`src/rtl/vif_pkg.sv`:
```
// Shared types and constants for the versatile interface adapter.
package vif_pkg;

	typedef enum logic [2:0] {
		OP_READ     = 3'd0,
		OP_WRITE    = 3'd1,
		OP_TICK     = 3'd2,
		OP_SERIAL   = 3'd3,
		OP_SHIFT_RX = 3'd4
	} op_t;

	localparam logic [3:0] RS_PORT_B = 4'd0;
	localparam logic [3:0] RS_PORT_A = 4'd1;
	localparam logic [3:0] RS_T1_LO  = 4'd4;
	localparam logic [3:0] RS_T1_HI  = 4'd5;
	localparam logic [3:0] RS_T2_LO  = 4'd8;
	localparam logic [3:0] RS_T2_HI  = 4'd9;
	localparam logic [3:0] RS_SR     = 4'd10;
	localparam logic [3:0] RS_IFR    = 4'd13;
	localparam logic [3:0] RS_IER    = 4'd14;

	localparam logic [7:0] FLAG_T1 = 8'h40;
	localparam logic [7:0] FLAG_T2 = 8'h20;
	localparam logic [7:0] FLAG_SR = 8'h10;

	localparam logic [3:0] SHIFT_STEPS = 4'd8;

endpackage

```
`src/rtl/vif_ram.sv`:
```
// Generic single-port-write, single-port-read RAM with registered read data.
module vif_ram #(
	parameter int WIDTH = 8,
	parameter int DEPTH = 64
) (
	input  logic                     clk,
	input  logic                     we,
	input  logic [$clog2(DEPTH)-1:0] waddr,
	input  logic [WIDTH-1:0]         wdata,
	input  logic [$clog2(DEPTH)-1:0] raddr,
	output logic [WIDTH-1:0]         rdata
);

	logic [WIDTH-1:0] mem_q [DEPTH];

	always_ff @(posedge clk) begin
		if (we) begin
			mem_q[waddr] <= wdata;
		end
		rdata <= mem_q[raddr];
	end

endmodule

```
`src/rtl/versatile_interface_adapter.sv`:
```
// Top level of the versatile interface adapter: register file, timers, shifter and rx FIFO.
//
// Takes one bus read, bus write, timer tick, serial character or received shift byte per
// cycle unless item_stall holds it back behind a stalled result, and returns exactly one
// result per item. An accepted item waits in the input register until the result register
// is free, and its result is then registered there. The single write port and single
// registered read port of the rx FIFO memory set no limit on that rate, since the read
// address always tracks the next tail and a push into an empty FIFO is forwarded to an
// immediately following port A read. The FIFO holds FIFO_DEPTH-1 characters; a character
// pushed while it is full is dropped. Timer registers read as zero; reading port A pops
// a non-empty FIFO, writing port B with bit 7 set transmits port A.
module versatile_interface_adapter #(
	parameter int FIFO_DEPTH = 64
) (
	input  logic       clk,
	input  logic       arst_n,
	input  logic       item_valid,
	output logic       item_stall,
	input  logic [2:0] opcode,
	input  logic [3:0] register_select,
	input  logic [7:0] data_byte,
	output logic       result_valid,
	input  logic       result_stall,
	output logic [7:0] read_data,
	output logic       tx_valid,
	output logic [7:0] tx_byte
);

	import vif_pkg::*;

	localparam int PW = $clog2(FIFO_DEPTH);

	function automatic logic [PW-1:0] ptr_next(input logic [PW-1:0] p);
		logic [PW-1:0] n;
		if (p == PW'(FIFO_DEPTH - 1)) begin
			n = '0;
		end else begin
			n = p + 1'b1;
		end
		return n;
	endfunction

	// input stage
	logic       valid_s1;
	logic [2:0] opcode_s1;
	logic [3:0] rsel_s1;
	logic [7:0] data_s1;

	// result register
	logic       res_valid_q;
	logic [7:0] read_data_q;
	logic       tx_valid_q;
	logic [7:0] tx_byte_q;

	// architectural state
	logic [7:0]    port_b_q, port_a_q;
	logic [7:0]    plain_q [16];
	logic [15:0]   t1_cnt_q, t1_lat_q, t2_cnt_q, t2_lat_q;
	logic [7:0]    flag_q;
	logic [6:0]    ier_q;
	logic [7:0]    shifter_q;
	logic [3:0]    scnt_q;
	logic          shifting_q;
	logic          rx_ready_q;
	logic [PW-1:0] head_q, tail_q;

	// FIFO forwarding
	logic       wr_hit_q;
	logic [7:0] wr_byp_q;

	logic [7:0]    port_b_d, port_a_d;
	logic [7:0]    plain_d [16];
	logic [15:0]   t1_cnt_d, t1_lat_d, t2_cnt_d, t2_lat_d;
	logic [7:0]    flag_d;
	logic [6:0]    ier_d;
	logic [7:0]    shifter_d;
	logic [3:0]    scnt_d;
	logic          shifting_d;
	logic          rx_ready_d;
	logic [PW-1:0] head_d, tail_d;
	logic [7:0]    rd_val;
	logic          tx_v;
	logic [7:0]    tx_b;
	logic          fifo_we;
	logic [PW-1:0] head_nx;
	logic [7:0]    ram_rdata;
	logic [7:0]    fifo_out;
	logic          fifo_nonempty;
	logic          advance;
	logic          exec;
	logic          accept;

	assign advance    = !res_valid_q || !result_stall;
	assign exec       = valid_s1 && advance;
	assign item_stall = valid_s1 && !advance;
	assign accept     = item_valid && !item_stall;

	assign head_nx       = ptr_next(head_q);
	assign fifo_nonempty = (head_q != tail_q);
	assign fifo_out      = wr_hit_q ? wr_byp_q : ram_rdata;

	always_comb begin
		port_b_d   = port_b_q;
		port_a_d   = port_a_q;
		plain_d    = plain_q;
		t1_cnt_d   = t1_cnt_q;
		t1_lat_d   = t1_lat_q;
		t2_cnt_d   = t2_cnt_q;
		t2_lat_d   = t2_lat_q;
		flag_d     = flag_q;
		ier_d      = ier_q;
		shifter_d  = shifter_q;
		scnt_d     = scnt_q;
		shifting_d = shifting_q;
		rx_ready_d = rx_ready_q;
		head_d     = head_q;
		tail_d     = tail_q;
		rd_val     = 8'h00;
		tx_v       = 1'b0;
		tx_b       = 8'h00;
		fifo_we    = 1'b0;
		if (exec) begin
			case (op_t'(opcode_s1))
				OP_READ: begin
					case (rsel_s1)
						RS_PORT_B: rd_val = {port_b_q[7], fifo_nonempty, port_b_q[5:0]};
						RS_PORT_A: begin
							if (fifo_nonempty) begin
								rd_val = fifo_out;
								tail_d = ptr_next(tail_q);
							end else begin
								rd_val = port_a_q;
							end
						end
						RS_T1_LO, RS_T1_HI, RS_T2_LO, RS_T2_HI: rd_val = 8'h00;
						RS_SR: begin
							if (rx_ready_q) begin
								rd_val     = shifter_q;
								rx_ready_d = 1'b0;
								flag_d     = flag_q & ~FLAG_SR;
							end
						end
						RS_IFR:  rd_val = flag_q;
						RS_IER:  rd_val = {1'b1, ier_q};
						default: rd_val = plain_q[rsel_s1];
					endcase
				end
				OP_WRITE: begin
					case (rsel_s1)
						RS_PORT_B: begin
							if (data_s1[7]) begin
								tx_v = 1'b1;
								tx_b = port_a_q;
							end
							port_b_d = data_s1;
						end
						RS_PORT_A: port_a_d = data_s1;
						RS_T1_LO:  t1_lat_d = {t1_lat_q[15:8], data_s1};
						RS_T1_HI: begin
							t1_lat_d = {data_s1, t1_lat_q[7:0]};
							t1_cnt_d = {data_s1, t1_lat_q[7:0]};
						end
						RS_T2_LO:  t2_lat_d = {t2_lat_q[15:8], data_s1};
						RS_T2_HI: begin
							t2_lat_d = {data_s1, t2_lat_q[7:0]};
							t2_cnt_d = {data_s1, t2_lat_q[7:0]};
						end
						RS_SR: begin
							shifter_d  = data_s1;
							scnt_d     = SHIFT_STEPS;
							shifting_d = 1'b1;
							flag_d     = flag_q & ~FLAG_SR;
						end
						RS_IFR: flag_d = flag_q & ~data_s1;
						RS_IER: begin
							if (data_s1[7]) begin
								ier_d = ier_q | data_s1[6:0];
							end else begin
								ier_d = ier_q & ~data_s1[6:0];
							end
						end
						default: plain_d[rsel_s1] = data_s1;
					endcase
				end
				OP_TICK: begin
					if (t1_cnt_q != 16'h0000) begin
						t1_cnt_d = t1_cnt_q - 16'h0001;
						if (t1_cnt_q == 16'h0001) begin
							flag_d = flag_d | FLAG_T1;
						end
					end
					if (t2_cnt_q != 16'h0000) begin
						t2_cnt_d = t2_cnt_q - 16'h0001;
						if (t2_cnt_q == 16'h0001) begin
							flag_d = flag_d | FLAG_T2;
						end
					end
					if (shifting_q) begin
						shifter_d = {shifter_q[6:0], 1'b0};
						scnt_d    = scnt_q - 4'd1;
						if (scnt_q == 4'd1) begin
							shifting_d = 1'b0;
							flag_d     = flag_d | FLAG_SR;
						end
					end
				end
				OP_SERIAL: begin
					// drop the character when full
					if (head_nx != tail_q) begin
						fifo_we = 1'b1;
						head_d  = head_nx;
					end
				end
				OP_SHIFT_RX: begin
					shifter_d  = data_s1;
					rx_ready_d = 1'b1;
					flag_d     = flag_q | FLAG_SR;
				end
				default: ;
			endcase
		end
	end

	// read address follows the tail the next item will see
	vif_ram #(
		.WIDTH(8),
		.DEPTH(FIFO_DEPTH)
	) u_fifo_ram (
		.clk  (clk),
		.we   (fifo_we),
		.waddr(head_q),
		.wdata(data_s1),
		.raddr(tail_d),
		.rdata(ram_rdata)
	);

	always_ff @(posedge clk or negedge arst_n) begin
		if (!arst_n) begin
			valid_s1    <= 1'b0;
			res_valid_q <= 1'b0;
			wr_hit_q    <= 1'b0;
			port_b_q    <= '0;
			port_a_q    <= '0;
			plain_q     <= '{default: '0};
			t1_cnt_q    <= '0;
			t1_lat_q    <= '0;
			t2_cnt_q    <= '0;
			t2_lat_q    <= '0;
			flag_q      <= '0;
			ier_q       <= '0;
			shifter_q   <= '0;
			scnt_q      <= '0;
			shifting_q  <= 1'b0;
			rx_ready_q  <= 1'b0;
			head_q      <= '0;
			tail_q      <= '0;
		end else begin
			valid_s1    <= accept || (valid_s1 && !exec);
			res_valid_q <= exec || (res_valid_q && result_stall);
			wr_hit_q    <= fifo_we && (head_q == tail_d);
			port_b_q    <= port_b_d;
			port_a_q    <= port_a_d;
			plain_q     <= plain_d;
			t1_cnt_q    <= t1_cnt_d;
			t1_lat_q    <= t1_lat_d;
			t2_cnt_q    <= t2_cnt_d;
			t2_lat_q    <= t2_lat_d;
			flag_q      <= flag_d;
			ier_q       <= ier_d;
			shifter_q   <= shifter_d;
			scnt_q      <= scnt_d;
			shifting_q  <= shifting_d;
			rx_ready_q  <= rx_ready_d;
			head_q      <= head_d;
			tail_q      <= tail_d;
		end
	end

	always_ff @(posedge clk) begin
		if (accept) begin
			opcode_s1 <= opcode;
			rsel_s1   <= register_select;
			data_s1   <= data_byte;
		end
		if (exec) begin
			read_data_q <= rd_val;
			tx_valid_q  <= tx_v;
			tx_byte_q   <= tx_b;
		end
		wr_byp_q <= data_s1;
	end

	assign result_valid = res_valid_q;
	assign read_data    = read_data_q;
	assign tx_valid     = tx_valid_q;
	assign tx_byte      = tx_byte_q;

	// a forwarded push always leaves the FIFO non-empty
	a_fwd_nonempty: assert property (@(posedge clk) disable iff (!arst_n)
		wr_hit_q |-> (head_q != tail_q))
		else $error("FIFO forwarding flagged while FIFO empty");

	a_shift_count: assert property (@(posedge clk) disable iff (!arst_n)
		shifting_q |-> (scnt_q != 4'd0))
		else $error("shifter running with zero step count");

	a_tx_no_read: assert property (@(posedge clk) disable iff (!arst_n)
		(result_valid && tx_valid) |-> (read_data == 8'h00))
		else $error("transmit result carries read data");

	a_stall_held: assert property (@(posedge clk) disable iff (!arst_n)
		item_stall |-> (valid_s1 && res_valid_q))
		else $error("input stalled without a held transfer");

endmodule

```
`config.mk`:
```
export PLATFORM = sky130hd
export DESIGN_NAME = versatile_interface_adapter
export DESIGN_NICKNAME = d
export VERILOG_FILES = /design/src/rtl/vif_pkg.sv /design/src/rtl/vif_ram.sv /design/src/rtl/versatile_interface_adapter.sv
export SDC_FILE = /design/constraint.sdc
export NUM_CORES = 1
export LEC_CHECK = 0
export ABC_CLOCK_PERIOD_IN_PS = 4750
export BUFFER_PORTS_ARGS = -buffer_cell sky130_fd_sc_hd__buf_2
export CAP_MARGIN = 0
export CORE_UTILIZATION = 45
export CTS_CLUSTER_DIAMETER = 60
export DETAILED_ROUTE_END_ITERATION = 10
export HOLD_SLACK_MARGIN = 0.08
export PLACE_DENSITY = 0.69
export SLEW_MARGIN = 40
export SYNTH_ARGS = -nofsm -noshare
export SYNTH_HDL_FRONTEND = slang
export SYNTH_SLANG_ARGS = --single-unit
```
`constraint.sdc`:
```
create_clock -name clk -period 4.75 [get_ports clk]
set_clock_uncertainty 0.05 [all_clocks]
set_input_delay 0.95 -clock clk [delete_from_list [all_inputs] [get_ports clk]]
set_output_delay 0.95 -clock clk [all_outputs]
set_load 0.05 [all_outputs]
```
==> results.md <==
STA:
- Headroom to the max-slew limit came out at 44.06%.
- Hold is met by 0.1199 ns.
- Setup violations remaining at the end of the flow were counted as 0.
- The total negative slack is 0 ns.
- After layout, the worst path uses 89.09% of the clock period.
- Setup repair after global routing left no endpoint under its margin.
- The number of hold violations in the final report came to 0.
- The transition time of the tightest slew-check pin is 0.8390 ns.
- The number of max-slew violations in the final report is 0.
- The achievable clock frequency is 0.2363 GHz.
- The final critical delay including setup and external delays is 4.232 ns.

Final layout:
- The repair_antennas step left the layout with diodes totalling 0.
- The area growth from synthesis to layout is 13.81%.
- Summing all multi-input logic gate instances after layout gives 9099 um2.
- The area taken by flip-flops and latches is 22440 um2.
- Counting the fill cells in the layout gives 5632.
- The post-route netlist has 27.21% of its cells at a drive strength greater than 1.
- The net count of the finished layout is 2076.

Setup path:
- The critical path in this run is classified as register to register.
- The worst setup path is launched from a register.
- The critical path data required time is 5.21 ns.
- Of all nets on the critical path, the largest fanout is 35.
- Data arrives at the worst endpoint at 4.69 ns.
- The endpoint class of the critical path is a register.

Synth:
- The post-synthesis compound-gate area fraction is 5.683%.
- The number of warning messages in the yosys log is 0.
- The most frequently used flop master after synthesis is sky130_fd_sc_hd__edfxtp_1.
- In the synthesized netlist, the number of instances is 1982.
- The async set-reset flop share out of synthesis is 29.20%.
- sky130_fd_sc_hd__edfxtp_1 is the most common cell in the netlist.
- The number of nets in the synthesized netlist is 2009.
- By area, the combinational part of the netlist is dominated by multiplexers.
- The cell type with the highest aggregate area in the netlist is sky130_fd_sc_hd__edfxtp_1.
- Of the total synthesized cell area, the portion taken by AND, OR, NAND and NOR gates is 5.920%.
- The top cell type's share of synthesized area is 50.68%.
- Ranked by total cell area, the synthesized netlist is headed by sky130_fd_sc_hd__edfxtp_1 (51%), sky130_fd_sc_hd__dfrtp_1 (18%), sky130_fd_sc_hd__mux4_2 (11%).
- The commonest cells after synthesis are sky130_fd_sc_hd__edfxtp_1 (544), sky130_fd_sc_hd__dfrtp_1 (231), sky130_fd_sc_hd__mux4_2 (164).
- Yosys mapped a number of flops with a built-in enable equal to 544.
- The post-synthesis sequential area ratio is 69.61%.
- The synthesized netlist devotes 0.3105% of its cell area to adder and majority cells.
- The mapped netlist covers 32230 um2.
- In this run, distinct cell masters in the synthesized netlist total 67.
- Summing the areas of all xor and xnor instances in the mapped netlist gives 0.5939% of the synthesized area.
- The average size of a mapped cell is 16.26 um2.
- The synthesized flop and latch total is 791.
- In the synthesized netlist, mux cells make up 15.52% of the area.

Run status:
- The run finished with clean final reports.

Detailed routing:
- The violation count after the first detailed-routing iteration is 1793.
- The post-route antenna net violation count is 0.
- The detail-routed net length per standard cell is 24.04 um.
- After detailed routing, the number of vias per cell comes to 5.900.
- The length of the first detailed-routing pass in iterations is 7.
- The final layout contains routed wiring with a total length of 73390 um.
- The overall via count from detail_route is 18010.
- After detailed routing, the number of remaining DRC violations is 0.

Clock network:
- The clock-pin slew reported for the worst setup and hold paths after clock tree synthesis is 0.06 ns.
- The clock network latency to the later pin of the worst-skew pair is 0.62 ns.
- The H-tree generated during clock tree synthesis spans 3 levels.
- The deepest clock path buffer count is 3.
- The number of buffers created by CTS is 78.
- The number of gates resized after CTS is 0.
- The clock tree from TritonCTS is done.
- The number of hold buffers added after CTS was 0.
- The clock drives 791 sinks.
- Once the clock tree was built, the setup fixing pass inserted 0 buffers.
- The cell chosen for the clock root is sky130_fd_sc_hd__clkbuf_16.

Global routing:
- The final global-route overflow total is 0.
- The number of antenna violations at the first check in global routing was 0.
- The number of global-route vias before repair is 18530.
- The pin count of the biggest net entering global routing is 103.
- The overall fraction of global-route tracks in use is 20.46%.
- The first global-routing pass estimated 113200 um of wire.

Place:
- The congestion estimate from routability-driven global placement came to 0.9026.
- Buffers placed on the I/O ports in this run total 37.
- The detailed-placement wirelength estimate is 45910 um.

Die:
- The die covers 72700 um2.
- The count of standard-cell rows is 97.
- The top-level I/O count is 38.
- The chip height is 269.6 um.
- For this configuration, the core starts out at a cell density of 45.79%.
- The die width is 269.6 um.
- The core region is 70390 um2.

Power:
- The leakage power is 13.20 nW.
- Power spread over the standard cell area amounts to 425.9 nW/um2.
- The worst supply voltage drop on vdd is 231.3 uV.

Job:
- The count of max-cap constraint violations is 0.

Min path:
- In this run the worst hold path is classified as input port to async pin.
-- sequential cells by signal, indices dropped and copies added, names as in the netlist, 6 cells and up, named ones only --
register and flops:
flag_q 8, plain_q 124, read_data 8, t2_lat_q 8
data_s1 8, shifter_q 8, port_b_q 7, t1_lat_q 8
head_q 6, u_fifo_ram.rdata 8, port_a_q 8, t2_cnt_q 16
wr_byp_q 8, u_fifo_ram.mem_q 512, tx_byte 8, t1_cnt_q 16
tail_q 6
-- placed cells by master (no fill, tap or decap), drive strengths merged, types with 19 or more instances in the layout --
cell type,n
mux2,102
edfxtp,544
nor2,145
nand3,31
mux4,164
clkinv,23
nand2,82
o21ai,76
a22oi,68
nand4,19
buf,161
clkbuf,104
nor3,28
a21oi,71
dfrtp,231
inv,21
-- final cells by class --
cell class,instances,share of cell area [%]
flip-flops and latches,791,61.16
multi-input cells,1000,24.80
clock buffers,104,5.836
repair buffers,161,3.445
well taps,940,3.206
clock inverters,40,1.375
inverters,17,0.1739
-- per-stage QoR --
| stage | setup WS (ns) | util, % | cells | instance area, um2 | power [mW] |
|---|---|---|---|---|---|
| after floorplan | 0.9770 | - | 1982 | 32230 | 8.937 |
| final | 0.5181 | 52.11 | 3053 | 36680 | 15.62 |
| after detailed placement | 0.1563 | 48.28 | 2908 | 33980 | 9.386 |
| after CTS | 0.4169 | 52.03 | 3052 | 36630 | 15.72 |
| after global routing | 0.3362 | 52.11 | 3053 | 36680 | 16.16 |
| after global placement | 0.2431 | 48.19 | 2905 | 33920 | 9.324 |
-- worst paths after layout --
path	startpoint	to	slack [ns]	cells past startpoint
setup reg to reg	rsel_s1[1]$_DFFE_PP_	u_fifo_ram.rdata[7]$_DFF_P_	0.52	11
max in group asynchronous	arst_n	plain_q[123]$_DFFE_PN0P_	3.39	3
setup / recovery	rsel_s1[1]$_DFFE_PP_	u_fifo_ram.rdata[7]$_DFF_P_	0.52	11
hold / removal	arst_n	scnt_q[0]$_DFFE_PN0P_	0.12	1
min in group clk	plain_q[15]$_DFFE_PN0P_	plain_q[15]$_DFFE_PN0P_	0.32	0
hold reg to reg	plain_q[15]$_DFFE_PN0P_	plain_q[15]$_DFFE_PN0P_	0.32	0
-- worst max-delay path, cell delays in order, from the launching register on --
cell and delay, ns:
sky130_fd_sc_hd__edfxtp_1 0.40, sky130_fd_sc_hd__nor4b_2 0.53, sky130_fd_sc_hd__and3_1 0.33, sky130_fd_sc_hd__a21boi_2 0.31
sky130_fd_sc_hd__mux2i_4 0.37, sky130_fd_sc_hd__buf_12 0.24, sky130_fd_sc_hd__buf_12 0.31, sky130_fd_sc_hd__buf_4 0.20
sky130_fd_sc_hd__mux4_2 0.50, sky130_fd_sc_hd__a22oi_1 0.32, sky130_fd_sc_hd__nand4_1 0.26, sky130_fd_sc_hd__or2_1 0.27
-- logic make-up (layout without fill, tap and decap cells) --
kind of cell,after synthesis,count (layout)
fa+ha+maj,8,8
compound gates,289,289
xor+xnor,21,21
flops,791,791
mux,282,282
simple gates,400,400
buf+inv,191,322
-- report_power, final --
group	switching (mW)	total [mW]	internal, mW
logic	0.825	1.41	0.584
registers	0.217	7.84	7.63
clock network	2.58	6.37	3.79
total	3.63	15.6	12.0
-- layer usage --
layer / up-vias / global-route usage (%) / part of all wire (%) / routed length (um)
met3: 132 / 2.876 / 6.5 / 4790
met2: 704 / 33.55 / 49 / 35870
met5: - / 0 / 0 / 0
met4: 0 / 7.416 / 3.0 / 2207
met1: 9368 / 28.01 / 42 / 30520
li1: 7810 / - / - / -
Power figures use the tool's default switching activity.
